**src/hw/rtl/apjb_pkg.sv**
```systemverilog
`default_nettype none
// ----------------------------------------------------------------------------
// apjb_pkg: shared types and constants of the audio playout jitter buffer
// Word layouts, operation codes, ring sizing and the front-to-back command.
// ----------------------------------------------------------------------------
package apjb_pkg;

	localparam int RING_DEPTH = 4096;
	localparam int MAX_FRAME  = 64;
	localparam int RING_AW    = $clog2(RING_DEPTH);
	localparam int QUEUE_DEPTH = 2;

	localparam logic [31:0] TRIM_MAX = 32'h7fff_ffff;
	localparam logic [31:0] RING_DEPTH_W = 32'(RING_DEPTH);
	localparam logic [6:0]  MAX_FRAME_W  = 7'(MAX_FRAME);

	localparam logic [2:0] OP_PUSH    = 3'd0;
	localparam logic [2:0] OP_CONSUME = 3'd1;
	localparam logic [2:0] OP_FLUSH   = 3'd2;
	localparam logic [2:0] OP_DROP    = 3'd3;
	localparam logic [2:0] OP_TRIM    = 3'd4;
	localparam logic [2:0] OP_GATE    = 3'd5;

	typedef struct packed {
		logic [2:0]         operation;
		logic signed [15:0] sample_in;
		logic [31:0]        amount;
		logic [6:0]         frame_length;
		logic               gate_open;
	} in_word_t;

	typedef struct packed {
		logic signed [15:0] sample_out;
		logic               last;
		logic [15:0]        peak;
		logic               underrun;
		logic [31:0]        discarded;
		logic               accepted;
		logic [31:0]        dropped_total;
		logic [31:0]        underrun_total;
	} out_word_t;

	// classified command handed from front to back
	typedef struct packed {
		logic [2:0]         operation;
		logic signed [15:0] sample_in;
		logic [31:0]        amount;
		logic [6:0]         frame_length;
		logic               gate_open;
	} cmd_t;

endpackage
`default_nettype wire

```
**src/hw/rtl/apjb_front.sv**
```systemverilog
`default_nettype none
// ----------------------------------------------------------------------------
// apjb_front: input stage and command queue
// Accepts words, clamps amount and frame length, and queues them for the back.
// ----------------------------------------------------------------------------
module apjb_front (
	input  wire                 clk,
	input  wire                 arst_n,
	input  wire                 in_valid,
	output logic                in_ready,
	input  apjb_pkg::in_word_t  in_word,
	output logic                cmd_valid,
	input  wire                 cmd_ready,
	output apjb_pkg::cmd_t      cmd
);
	import apjb_pkg::*;

	cmd_t      q_mem_q [QUEUE_DEPTH];
	logic      wr_ptr_q, rd_ptr_q;
	logic [1:0] count_q;
	cmd_t      cls;
	logic      push, pop;

	// classify: clamp amount and frame length
	always_comb begin
		cls.operation = in_word.operation;
		cls.sample_in = in_word.sample_in;
		cls.amount = (in_word.amount > TRIM_MAX) ? TRIM_MAX : in_word.amount;
		if (in_word.frame_length == 7'd0)
			cls.frame_length = 7'd1;
		else if (in_word.frame_length > MAX_FRAME_W)
			cls.frame_length = MAX_FRAME_W;
		else
			cls.frame_length = in_word.frame_length;
		cls.gate_open = in_word.gate_open;
	end

	assign in_ready  = (count_q != 2'(QUEUE_DEPTH));
	assign push      = in_valid && in_ready;
	assign cmd_valid = (count_q != 2'd0);
	assign pop       = cmd_valid && cmd_ready;
	assign cmd       = q_mem_q[rd_ptr_q];

	always_ff @(posedge clk) begin
		if (push)
			q_mem_q[wr_ptr_q] <= cls;
	end

	// queue pointers
	always_ff @(posedge clk or negedge arst_n) begin
		if (!arst_n) begin
			wr_ptr_q <= 1'b0;
			rd_ptr_q <= 1'b0;
			count_q  <= 2'd0;
		end else begin
			if (push) wr_ptr_q <= ~wr_ptr_q;
			if (pop)  rd_ptr_q <= ~rd_ptr_q;
			count_q <= count_q + 2'(push) - 2'(pop);
		end
	end

endmodule
`default_nettype wire

```
**config.mk**
```make
export PLATFORM = sky130hd
export DESIGN_NAME = apjb_front
export DESIGN_NICKNAME = d
export VERILOG_FILES = /design/src/hw/rtl/apjb_pkg.sv /design/src/hw/rtl/apjb_front.sv
export SDC_FILE = /design/constraint.sdc
export NUM_CORES = 1
export LEC_CHECK = 0
export BUFFER_PORTS_ARGS = -buffer_cell sky130_fd_sc_hd__buf_2
export CAP_MARGIN = 15
export CORE_MARGIN = 2
export CORE_UTILIZATION = 45
export CTS_CLUSTER_SIZE = 20
export DETAILED_ROUTE_END_ITERATION = 8
export PLACE_DENSITY = 0.79
export SLEW_MARGIN = 10
export SYNTH_ARGS = -nofsm -noshare
export SYNTH_HDL_FRONTEND = slang
export SYNTH_SLANG_ARGS = --single-unit
```
**constraint.sdc**
```tcl
create_clock -name clk -period 4.6 [get_ports clk]
set_clock_uncertainty 0.15 [all_clocks]
set_input_delay 0.46 -clock clk [delete_from_list [all_inputs] [get_ports clk]]
set_output_delay 0.46 -clock clk [all_outputs]
set_load 0.03 [all_outputs]
```
# Word level (Yosys, flattened, before mapping)

Memories as Yosys holds them, arrays and structs flattened.
Cells that the tools add are included.

$add $sub $neg: 2
Order comparisons: 2
Equal/unequal tests: 1
Multiplexer cells: 5
Bitwise logic cells: 2
Reductions and logical operators: 4

Operators by type and width:

| operator                                              | number |
|---|---|
| > comparator 32 x 31 -> 1 bit (second input constant) | 1 |
| 2-to-1 mux 32 bit                                     | 1 |
| 2-to-1 mux 7 bit                                      | 2 |
| > comparator 7 bit (second input constant)            | 1 |
| logical NOT 7 bit                                     | 1 |
| adder 2 x 1 -> 2 bit                                  | 1 |
| logical AND 1 bit                                     | 2 |
| 2-to-1 mux 1 bit                                      | 2 |
| != test 2 bit (second input constant)                 | 1 |
| NOT 1 bit                                             | 2 |
| nonzero test 2 bit                                    | 1 |
| subtractor 2 x 1 -> 2 bit                             | 1 |

Bits in registers: 4
Bits in writable memories: 118
Input port bits: 63
Logic and storage cells: 20
Memories kept: 1

Memories:

| name    | words | width | read ports | clocked after Yosys merged registers in | wr ports | RTL line         | source |
|---|---|---|---|---|---|---|---|
| q_mem_q | 2     | 59    | 1          | 0                                       | 1        | apjb_front.sv:18 | `cmd_t q_mem_q [QUEUE_DEPTH];` |

# Longest topological paths before layout

Gate-level depths: netlist (run 1).

Depth after elaboration: 4
Depth in mapped cells: 7
Gate-level depth less buffers: 7

# Least setup slack after synthesis (run 1)

OpenSTA, ideal clock, no wires.

Kind: register -> register
From: register count_q[1]
To: memory q_mem_q[0][0] (netlist bit) (enable)
Library setup time: 0.476 ns
Arrival: 3.317 ns
Required time: 3.974 ns
Setup slack: 0.657 ns
Stages on the path, launching flop included: 4
Period minus slack after synthesis: 3.943 ns
Cell sequence: dfrtp_1 > nand2b_1 > nand2_1 > nor2_1

Longest elaborated chain between the ends: 4

Ends and longest elaborated chain:

| what                                   | RTL line         | source |
|---|---|---|
| from (decl)                            | apjb_front.sv:20 | `logic [1:0] count_q;` |
| from (signal assigned)                 | apjb_front.sv:58 | `count_q <= count_q + 2'(push) - 2'(pop);` |
| != test 2 bit                          | apjb_front.sv:38 | `assign in_ready = (count_q != 2'(QUEUE_DEPTH));` |
| net in_ready                           | apjb_front.sv:10 | `output logic in_ready,` |
| logical AND 1 bit                      | apjb_front.sv:39 | `assign push = in_valid && in_ready;` |
| 2-to-1 mux 1 bit                       | apjb_front.sv:45 | `if (push)` |
| 2-to-1 mux 1 bit (implied by the code) | apjb_front.sv:46 | `q_mem_q[wr_ptr_q] <= cls;` |
| to (decl)                              | apjb_front.sv:18 |  |

The timed path passes the listed nets, and every way through them passes these cells.

==> metrics, run 1 <==
outcome=completed; peak supply drop=0.472 mV; first-pass GRT wire length=12700 um; Final Slew Violations=0; sequential-to-total area share from yosys stat=around 73%; CP delay by family, top=flip-flops; Setup violations, final=0; share of power burned in registers=between 30% and 40%; Die Span Y=109 um; most common cell after layout, fill and taps aside=buf_2; crit path capture type=primary output; Post-Synthesis Mean Instance Area=between 20 and 25 sq um; CP max stage delay=between 1 and 1.5 ns; CTS Buf Count=17; via total after detailed routing=between 2000 and 3000; Sw Pwr=between 1 and 1.5 mW; P&R area growth vs syn=31.7%; clock tree buffer depth=2; initial antenna violation count=0; pwr/cell area=between 600 and 700 mW/mm^2; worst-path maximum fanout=60; IO Port Bufs=about 120; die area=0.0119 sq mm; CTS tree=done; FF+latch count, synth=about 120; # diodes=0; type of the worst setup path=flip-flop to primary output; Logic pwr share=about a third; synthesized instance count=~250; Worst R2R Setup Slack=around 2.2 ns; final worst path period share=a little over three fifths; Max Freq=approximately 350 MHz; Placer Congestion=0.690; Arr. time, crit path=approximately 2.3 ns; Final min period=between 2 and 3 ns; Core Region=around 0.011 sq mm; Yosys Warn Count=0; chip width=109 um; Fin. Hold Viols=0; Switching Fraction=about 33%; final wirelength=8370 um; CP bufs+invs=1; CP max stage cell=dfrtp_4; Initial Util=46.0%; htree depth=4; Crit path required time=3.99 ns; hpwl dp=approximately 5300 um; Worst-Skew Late Latency=around 0.51 ns; Resize count post-CTS=0; max_cap viols=0; mapped cell area=around 0.0050 sq mm; clock power share=30.6%; most frequent cells in the layout=buf_2 (123), edfxtp_1 (118), mux2_4 (59); initial DRC count=86; setup total negative slack=0 ns; Worst-Margin Slew=approximately 1.1 ns; vias in the first global route=approximately 2700; Synth area leader=edfxtp_1; Row Count=38; CTS Sinks=~120; Synth cell types=20; largest net degree at the start of global routing=61; top cell type's share of synthesized area=a little under three quarters; gr ovfl total=0; power after layout=roughly 4.6 mW; final antenna-violating net count=0; min-delay worst type=input pin to flip-flop; P_leak=2.62 nW; RSZ-0062 raised after global routing=no; crit path launch type=flip-flop; ratio of cells with drive above 1 in the final layout=between 60% and 70%; Post-CTS Setup Inserts=0; synth top area cells=edfxtp_1 (71%), mux2_4 (18%), or2_2 (3.9%), dfrtp_1 (2.0%), buf_6 (1.6%); Vias/cell=around 4.7; Avg WL per Cell=15.1 um; Pint=between 3 and 4 mW; CTS root buffer=clkbuf_8; crit-path cells=mux2_4 -> buf_2; Relative slew margins=about a quarter; fin nets=between 400 and 500; Residual DRC=0; GRT Overall Usage=~15%; number of I/O pins=between 100 and 150; CTS clk-pin slew, worst paths=approximately 0.060 ns; Pre-antenna DRT Iters=4
[final cells by class]
class	instances	area, sq um
fillers	805	4250
repair buffers	146	841
clock inverters	15	224
multi-input cells	113	1240
inverters	1	3.75
clock buffers	17	414
flip-flops and latches	122	3650
well taps	140	175
[state kept, by name (all words and copies together) (netlist names)]
signal and flops:
q_mem_q 118, count_q 2, rd_ptr_q 1, wr_ptr_q 1
[kinds of logic (layout without fill, tap and decap cells)]
family                     count (synthesis)  in the layout  share of synthesized area [%]
AOI/OAI and AO/OA                          1              1                          0.101
xor gates and xnor gates                   4              4                          0.705
adders and majority gates                  2              2                          0.504
buffers and inverters                     12            179                           1.96
DFF                                      122            122                           73.3
muxes                                     59             59                           17.8
other                                      1              2                         0.0755
and+or+nand+nor                           45             45                           5.49
[cell usage after synthesis]
cell type and instances:
dfrtp_1 4, and3_1 1, buf_6 7, xnor2_1 3, edfxtp_1 118, nor2_1 3
xor2_1 1, nor3_1 1, nor2b_1 5, or2_1 1, a21oi_1 1, or2_2 31
ha_1 2, conb_1 1, mux2_4 59, inv_1 1, clkbuf_1 4, nand2b_1 1
and2_4 1, nand2_1 1
[per-stage QoR]
stage | hold WS, ns | setup slack, ns | std cells | utilization (%) | area (sq um)
after global routing | 0.0419 | 1.60 | 554 | 60.6 | 6550
after floorplan | 0.0144 | 0.657 | 247 | - | 4970
after CTS | 0.0485 | 1.66 | 554 | 60.6 | 6550
final | 0.0793 | 1.71 | 554 | 60.6 | 6550
after global placement | 0.119 | 2.17 | 501 | 52.8 | 5700
after detailed placement | 0.125 | 2.15 | 501 | 52.8 | 5700
[power by group through the flow]
stage / sequential [mW] / clock [mW] / combinational, mW
2_1_floorplan: 1.59 / 0 / 1.28
3_3_place_gp: 1.73 / 0 / 1.44
3_5_place_dp: 1.75 / 0 / 1.45
4_1_cts: 1.73 / 1.43 / 1.47
5_1_grt: 1.75 / 1.48 / 1.54
6_report: 1.72 / 1.40 / 1.45
[final timing paths]
check,from,endpoint,cells after the start
worst max-delay path,rd_ptr_q$_DFFE_PN0P_,cmd[38],2
worst min-delay path,in_word[19],q_mem_q[0][19]$_DFFE_PP_,2
worst max register to register,count_q[1]$_DFF_PN0_,q_mem_q[0][55]$_DFFE_PP_,4
worst min register to register,count_q[1]$_DFF_PN0_,count_q[1]$_DFF_PN0_,1
max in group asynchronous,arst_n,rd_ptr_q$_DFFE_PN0P_,2
min in group asynchronous,arst_n,rd_ptr_q$_DFFE_PN0P_,2
[metal layers]
layer | track usage (%) | share of wire, % | up-vias | routed length [um]
li1 | - | - | 1240 | -
met1 | 17.2 | 41 | 1255 | 3430
met2 | 24.9 | 52 | 83 | 4370
met3 | 5.08 | 5.4 | 12 | 455
met4 | 6.32 | 1.4 | 0 | 114
met5 | 0 | 0 | - | 0
[repair_timing]
action,CTS,global route
endpoints found under the hold margin,44,0
hold buffers,21,0
endpoints found under the setup margin,0,0
Note: power is estimated with default switching activity, not from simulation.
==> inputs of run 2 (changes only) <==
--- a/config.mk
+++ b/config.mk
@@ -5,13 +5,14 @@
 export SDC_FILE = /design/constraint.sdc
 export NUM_CORES = 1
 export LEC_CHECK = 0
+export ABC_AREA = 1
 export BUFFER_PORTS_ARGS = -buffer_cell sky130_fd_sc_hd__buf_2
 export CAP_MARGIN = 15
 export CORE_MARGIN = 2
 export CORE_UTILIZATION = 45
 export CTS_CLUSTER_SIZE = 20
 export DETAILED_ROUTE_END_ITERATION = 8
-export PLACE_DENSITY = 0.79
+export PLACE_DENSITY = 0.82
 export SLEW_MARGIN = 10
 export SYNTH_ARGS = -nofsm -noshare
 export SYNTH_HDL_FRONTEND = slang
==> constraint.sdc (replaced) <==
create_clock -name clk -period 2.4 [get_ports clk]
set_clock_uncertainty 0.15 [all_clocks]
set_input_delay 0.24 -clock clk [delete_from_list [all_inputs] [get_ports clk]]
set_output_delay 0.24 -clock clk [all_outputs]
set_load 0.03 [all_outputs]
==> metrics, run 2 <==
startpoint of the worst hold path=in_word[39]; first-pass GRT wire length=15400 um; CP max stage delay=0.45 ns; Yosys Warn Count=0; Post-Synthesis Mean Instance Area=about 12 sq um; number of I/O pins=about 120; gr ovfl total=0; GRT Overall Usage=between 10% and 20%; RSZ-0062 raised after global routing=no; Synth area leader=edfxtp_1; Final min period=roughly 2.2 ns; worst-path maximum fanout=60; Logic pwr share=a little under two fifths; hpwl dp=between 5000 and 6000 um; Switching Fraction=roughly two fifths; Crit path required time=approximately 2.0 ns; CTS clk-pin slew, worst paths=about 0.060 ns; most frequent cells in the layout=nand2_1 (186), buf_2 (123), edfxtp_1 (118); Area after DPL=between 0.005 and 0.006 sq mm; min-delay worst type=input pin to flip-flop; crit-path cells=inv_4 -> nand2_1 -> nand2_1 -> buf_2; Setup violations, final=0; Arr. time, crit path=around 1.8 ns; Sw Pwr=3.33 mW; Die Span Y=around 110 um; pwr/cell area=between 1000 and 1500 mW/mm^2; biggest regs=q_mem_q: 118 flops, count_q: 2 flops; Initial Util=a little under half; Worst-Skew Late Latency=~0.5 ns; Pre-antenna DRT Iters=4; synthesized instance count=388; peak supply drop=0.684 mV; FFs w/ async S/R, synth=roughly 3.3%; P_leak=2.91 nW; Fin. Hold Viols=0; most frequent cells after synthesis=nand2_1 (186), edfxtp_1 (118), or2_2 (31); synth top area cells=edfxtp_1 (74%), nand2_1 (15%), or2_2 (4.0%), dfrtp_1 (2.1%), inv_1 (1.0%); Row Count=37; count leader, synth=nand2_1; chip width=~110 um; max_cap viols=0; clock power share=approximately 28%; final antenna-violating net count=0; crit path capture type=primary output; Reg with most FFs=q_mem_q; launching point of the worst reg2reg path=count_q[1]$_DFF_PN0_; initial antenna violation count=0; Pint=around 5.3 mW; top cell type's share of synthesized area=approximately three quarters; clock tree buffer depth=2; sequential-to-total area share from yosys stat=about three quarters; CTS Sinks=around 120; final worst path period share=~92%; max FFs per register=roughly 120; CP dominant cell by count=nand2_1; Post-CTS Setup Inserts=0; Worst-Margin Slew=about 0.60 ns; crit path launch type=flip-flop; setup total negative slack=0 ns; Placer Congestion=between 0.7 and 0.8; initial DRC count=approximately 180; CP max stage cell=inv_4; FF+latch count, synth=~120; most common cell after layout, fill and taps aside=nand2_1; Critical Path Source=rd_ptr_q$_DFFE_PN0P_; number of synthesized flops with an enable pin=roughly 120; ys flop type=edfxtp_1; fin nets=approximately 650; htree depth=4; via total after detailed routing=about 3300; CTS root buffer=clkbuf_8; mapped cell area=0.00481 sq mm; final wirelength=about 10000 um; # diodes=0; Vias/cell=between 4 and 5; Relative slew margins=about three fifths; ratio of cells with drive above 1 in the final layout=a little under a third; die area=about 0.012 sq mm; IO Port Bufs=between 100 and 150; vias in the first global route=between 3000 and 4000; Core Region=between 0.01 and 0.015 sq mm; CTS Buf Count=17; post-route cell area=slightly below 0.007 sq mm; Synth cell types=17; type of the worst setup path=flip-flop to primary output; P&R area growth vs syn=39.6%; Max Freq=between 400 and 500 MHz; Final Slew Violations=0; share of power burned in registers=roughly a third; Avg WL per Cell=about 14 um; CTS tree=done; largest net degree at the start of global routing=roughly 60; outcome=completed; Residual DRC=0
[run 2: cell count changes after synthesis, sizes merged, moves of 4 or more]
cell | before | now
nor2 | 3 | 7
nor2b | 5 | 0
nand2 | 1 | 186
inv | 1 | 14
buf | 7 | 13
mux2 | 59 | 0
[run 2: cells by family after synthesis]
kind of cell	share of synthesized area [%]
other	0.0779
flip-flops	75.7
XOR/XNOR	0.546
AO/OA/AOI/OAI	0.312
AND/OR/NAND/NOR	19.3
adder cells (fa/ha/maj)	0.520
buffers and inverters	3.59
[run 2: final cells by class]
| cell class | instances | area (sq um) |
|---|---|---|
| Inverter | 14 | 58.8 |
| Clock inverter | 12 | 131 |
| Tap cell | 136 | 170 |
| Multi-Input combinational cell | 236 | 1010 |
| Fill cell | 747 | 3650 |
| Sequential cell | 122 | 3640 |
| Clock buffer | 19 | 422 |
| Timing Repair Buffer | 190 | 1290 |
[run 2: worst paths after layout]
path / end / slack [ns] / cells after the start
worst min-delay path: q_mem_q[0][15]$_DFFE_PP_ / 0.30 / 2
max in group asynchronous: rd_ptr_q$_DFFE_PN0P_ / 1.32 / 3
min in group asynchronous: count_q[0]$_DFF_PN0_ / 0.58 / 3
worst max-delay path: cmd[0] / 0.20 / 4
worst min register to register: wr_ptr_q$_DFFE_PN0P_ / 0.35 / 2
worst max register to register: q_mem_q[0][30]$_DFFE_PP_ / 0.67 / 4
[run 2: power groups by stage]
stage / Combinational, mW / Sequential, mW / Clock (mW)
finish: 3.22 / 3.01 / 2.38
global route: 3.48 / 3.05 / 2.51
CTS: 3.26 / 3.01 / 2.41
detailed placement: 3.17 / 3.05 / 0
global placement: 3.10 / 3.02 / 0
floorplan: 2.33 / 3.02 / 0
[run 2: per-layer routing]
metal / GRT usage, % / vias up / routed length, um
met5: 0 / - / 0
met4: 6.78 / 0 / 146
met3: 5.45 / 14 / 513
met2: 31.5 / 109 / 5480
met1: 20.3 / 1564 / 4050
li1: - / 1658 / -
[run 2: critical path, delay by kind of cell, from the launching register on]
kind / cells / cell delay, ns
flip-flops: 1 / 0.43
buffers and inverters: 2 / 0.64
AND/OR/NAND/NOR: 2 / 0.24
[run 2: through the flow]
step | total power, mW | hold WS (ns) | instances | setup slack [ns] | util [%]
global placement | 6.12 | -0.100 | 636 | 0.727 | 53.5
CTS | 8.68 | 0.289 | 729 | 0.122 | 64.8
detailed placement | 6.22 | -0.0922 | 636 | 0.662 | 53.5
finish | 8.61 | 0.295 | 729 | 0.201 | 64.8
floorplan | 5.35 | -0.206 | 389 | 0.0800 | -
global route | 9.04 | 0.295 | 729 | 0.0223 | 64.8
[run 2: repair_timing]
action                    CTS  global route
resized for setup           0             0
hold endpoints to repair  122             0
hold buffers               62             0
==> inputs of run 3 (changes only) <==
--- a/config.mk
+++ b/config.mk
@@ -5,7 +5,6 @@
 export SDC_FILE = /design/constraint.sdc
 export NUM_CORES = 1
 export LEC_CHECK = 0
-export ABC_AREA = 1
 export BUFFER_PORTS_ARGS = -buffer_cell sky130_fd_sc_hd__buf_2
 export CAP_MARGIN = 15
 export CORE_MARGIN = 2
==> metrics, run 3 (same netlist as run 1, synthesis figures left out) <==
number of I/O pins=approximately 120; max_cap viols=0; max FFs per register=around 120; Final Slew Violations=0; Die Span Y=109 um; Logic pwr share=between 30% and 40%; clock power share=between 20% and 30%; ratio of cells with drive above 1 in the final layout=54.2%; Arr. time, crit path=~1.8 ns; outcome=completed; final wirelength=9280 um; RSZ-0062 raised after global routing=no; die area=0.0119 sq mm; P_leak=between 2 and 3 nW; most common cell after layout, fill and taps aside=buf_2; CTS root buffer=clkbuf_8; Initial Util=between 40% and 50%; Pre-antenna DRT Iters=4; initial antenna violation count=1; crit-path cells=buf_12 -> mux2_4 -> buf_2; P&R area growth vs syn=39.2%; crit path capture type=primary output; CP max stage cell=dfrtp_4; fin nets=509; share of power burned in registers=~36%; Core Util, Final=approximately 64%; IO Port Bufs=123; Fin. Hold Viols=0; pwr/cell area=roughly 1200 mW/mm^2; Worst-Skew Late Latency=~0.5 ns; Final min period=about 2.1 ns; Hold Slack=roughly 0.30 ns; CTS Sinks=roughly 120; CTS clk-pin slew, worst paths=0.05 ns; largest net degree at the start of global routing=60; Layout Cells excl Fill=~600; chip width=between 100 and 150 um; via total after detailed routing=2794; CP max stage delay=0.44 ns; Sw Pwr=2.85 mW; crit path launch type=flip-flop; Core Region=roughly 0.011 sq mm; Avg WL per Cell=about 16 um; Post-CTS Setup Inserts=0; htree depth=4; setup total negative slack=0 ns; Placer Congestion=between 0.6 and 0.7; Max Freq=around 470 MHz; Residual DRC=0; Crit path required time=2.01 ns; Row Count=38; Pint=around 5.7 mW; CTS tree=done; biggest regs=q_mem_q: 118 flops, count_q: 2 flops; power after layout=roughly 8.5 mW; Inst Count DP=503; vias in the first global route=roughly 3000; min-delay worst type=input pin to flip-flop; GRT Overall Usage=between 10% and 20%; clock tree buffer depth=2; first-pass GRT wire length=between 10000 and 15000 um; Setup violations, final=0; final antenna-violating net count=0; initial DRC count=92; Vias/cell=between 4 and 5; type of the worst setup path=flip-flop to primary output; worst-path maximum fanout=33; gr ovfl total=0; final worst path period share=between 80% and 90%; peak supply drop=between 0.7 and 0.8 mV; Switching Fraction=between 30% and 40%; hpwl dp=5220 um; Reg with most FFs=q_mem_q; most frequent cells in the layout=buf_2 (123), edfxtp_1 (118), dlygate4sd3_1 (62); CTS Buf Count=17
run 3: power groups by stage:
stage,logic [mW],registers (mW),clock network (mW)
after floorplan,2.46,3.03,0
after global placement,3.11,3.04,0
after detailed placement,3.14,3.08,0
after CTS,3.24,3.04,2.34
after global routing,3.39,3.07,2.45
final,3.20,3.04,2.28
run 3: layer usage:
metal / up-vias / part of all wire [%] / GRT usage (%)
met1: 1378 / 39 / 17.9
li1: 1329 / - / -
met5: - / 0 / 0
met4: 0 / 1.1 / 6.41
met3: 10 / 5.2 / 5.20
met2: 77 / 55 / 30.2
run 3: path summary, 6_finish.rpt:
kind                                      startpoint                       end  slack, ns  cells past startpoint
worst max-delay path            rd_ptr_q$_DFFE_PN0P_                   cmd[38]       0.25                      3
worst min-delay path                     in_word[39]  q_mem_q[0][11]$_DFFE_PP_       0.30                      2
worst max register to register  count_q[1]$_DFF_PN0_      count_q[1]$_DFF_PN0_       0.51                      7
worst min register to register  count_q[1]$_DFF_PN0_      count_q[1]$_DFF_PN0_       0.38                      1
max in group asynchronous                     arst_n      rd_ptr_q$_DFFE_PN0P_       1.40                      3
min in group asynchronous                     arst_n      wr_ptr_q$_DFFE_PN0P_       0.50                      3
run 3: worst max-delay path: cells and delay by family, from the launching register on:
family / cells / cell delay [ns]
buffers and inverters: 2 / 0.43
DFF: 1 / 0.44
muxes: 1 / 0.34
run 3: cell type report:
class,instances,area [sq um]
antenna,1,2.50
clock buffer,20,425
clock inverter,11,105
fill,770,3880
inverter,1,3.75
multi-input combinational,113,1240
sequential,122,3650
tap,140,175
timing repair buffer,189,1320
run 3: what timing repair did:
item                                   in CTS  in global routing
hold buffers                               62                  0
endpoints found under the hold margin     122                  0
resized for setup                           0                  0
run 3: metrics by stage:
step                area [sq um]  worst slack, ns
floorplan                   4980           0.0779
global placement            5760            0.622
detailed placement          5760            0.515
CTS                         6910            0.231
global route                6920            0.194
finish                      6920            0.252
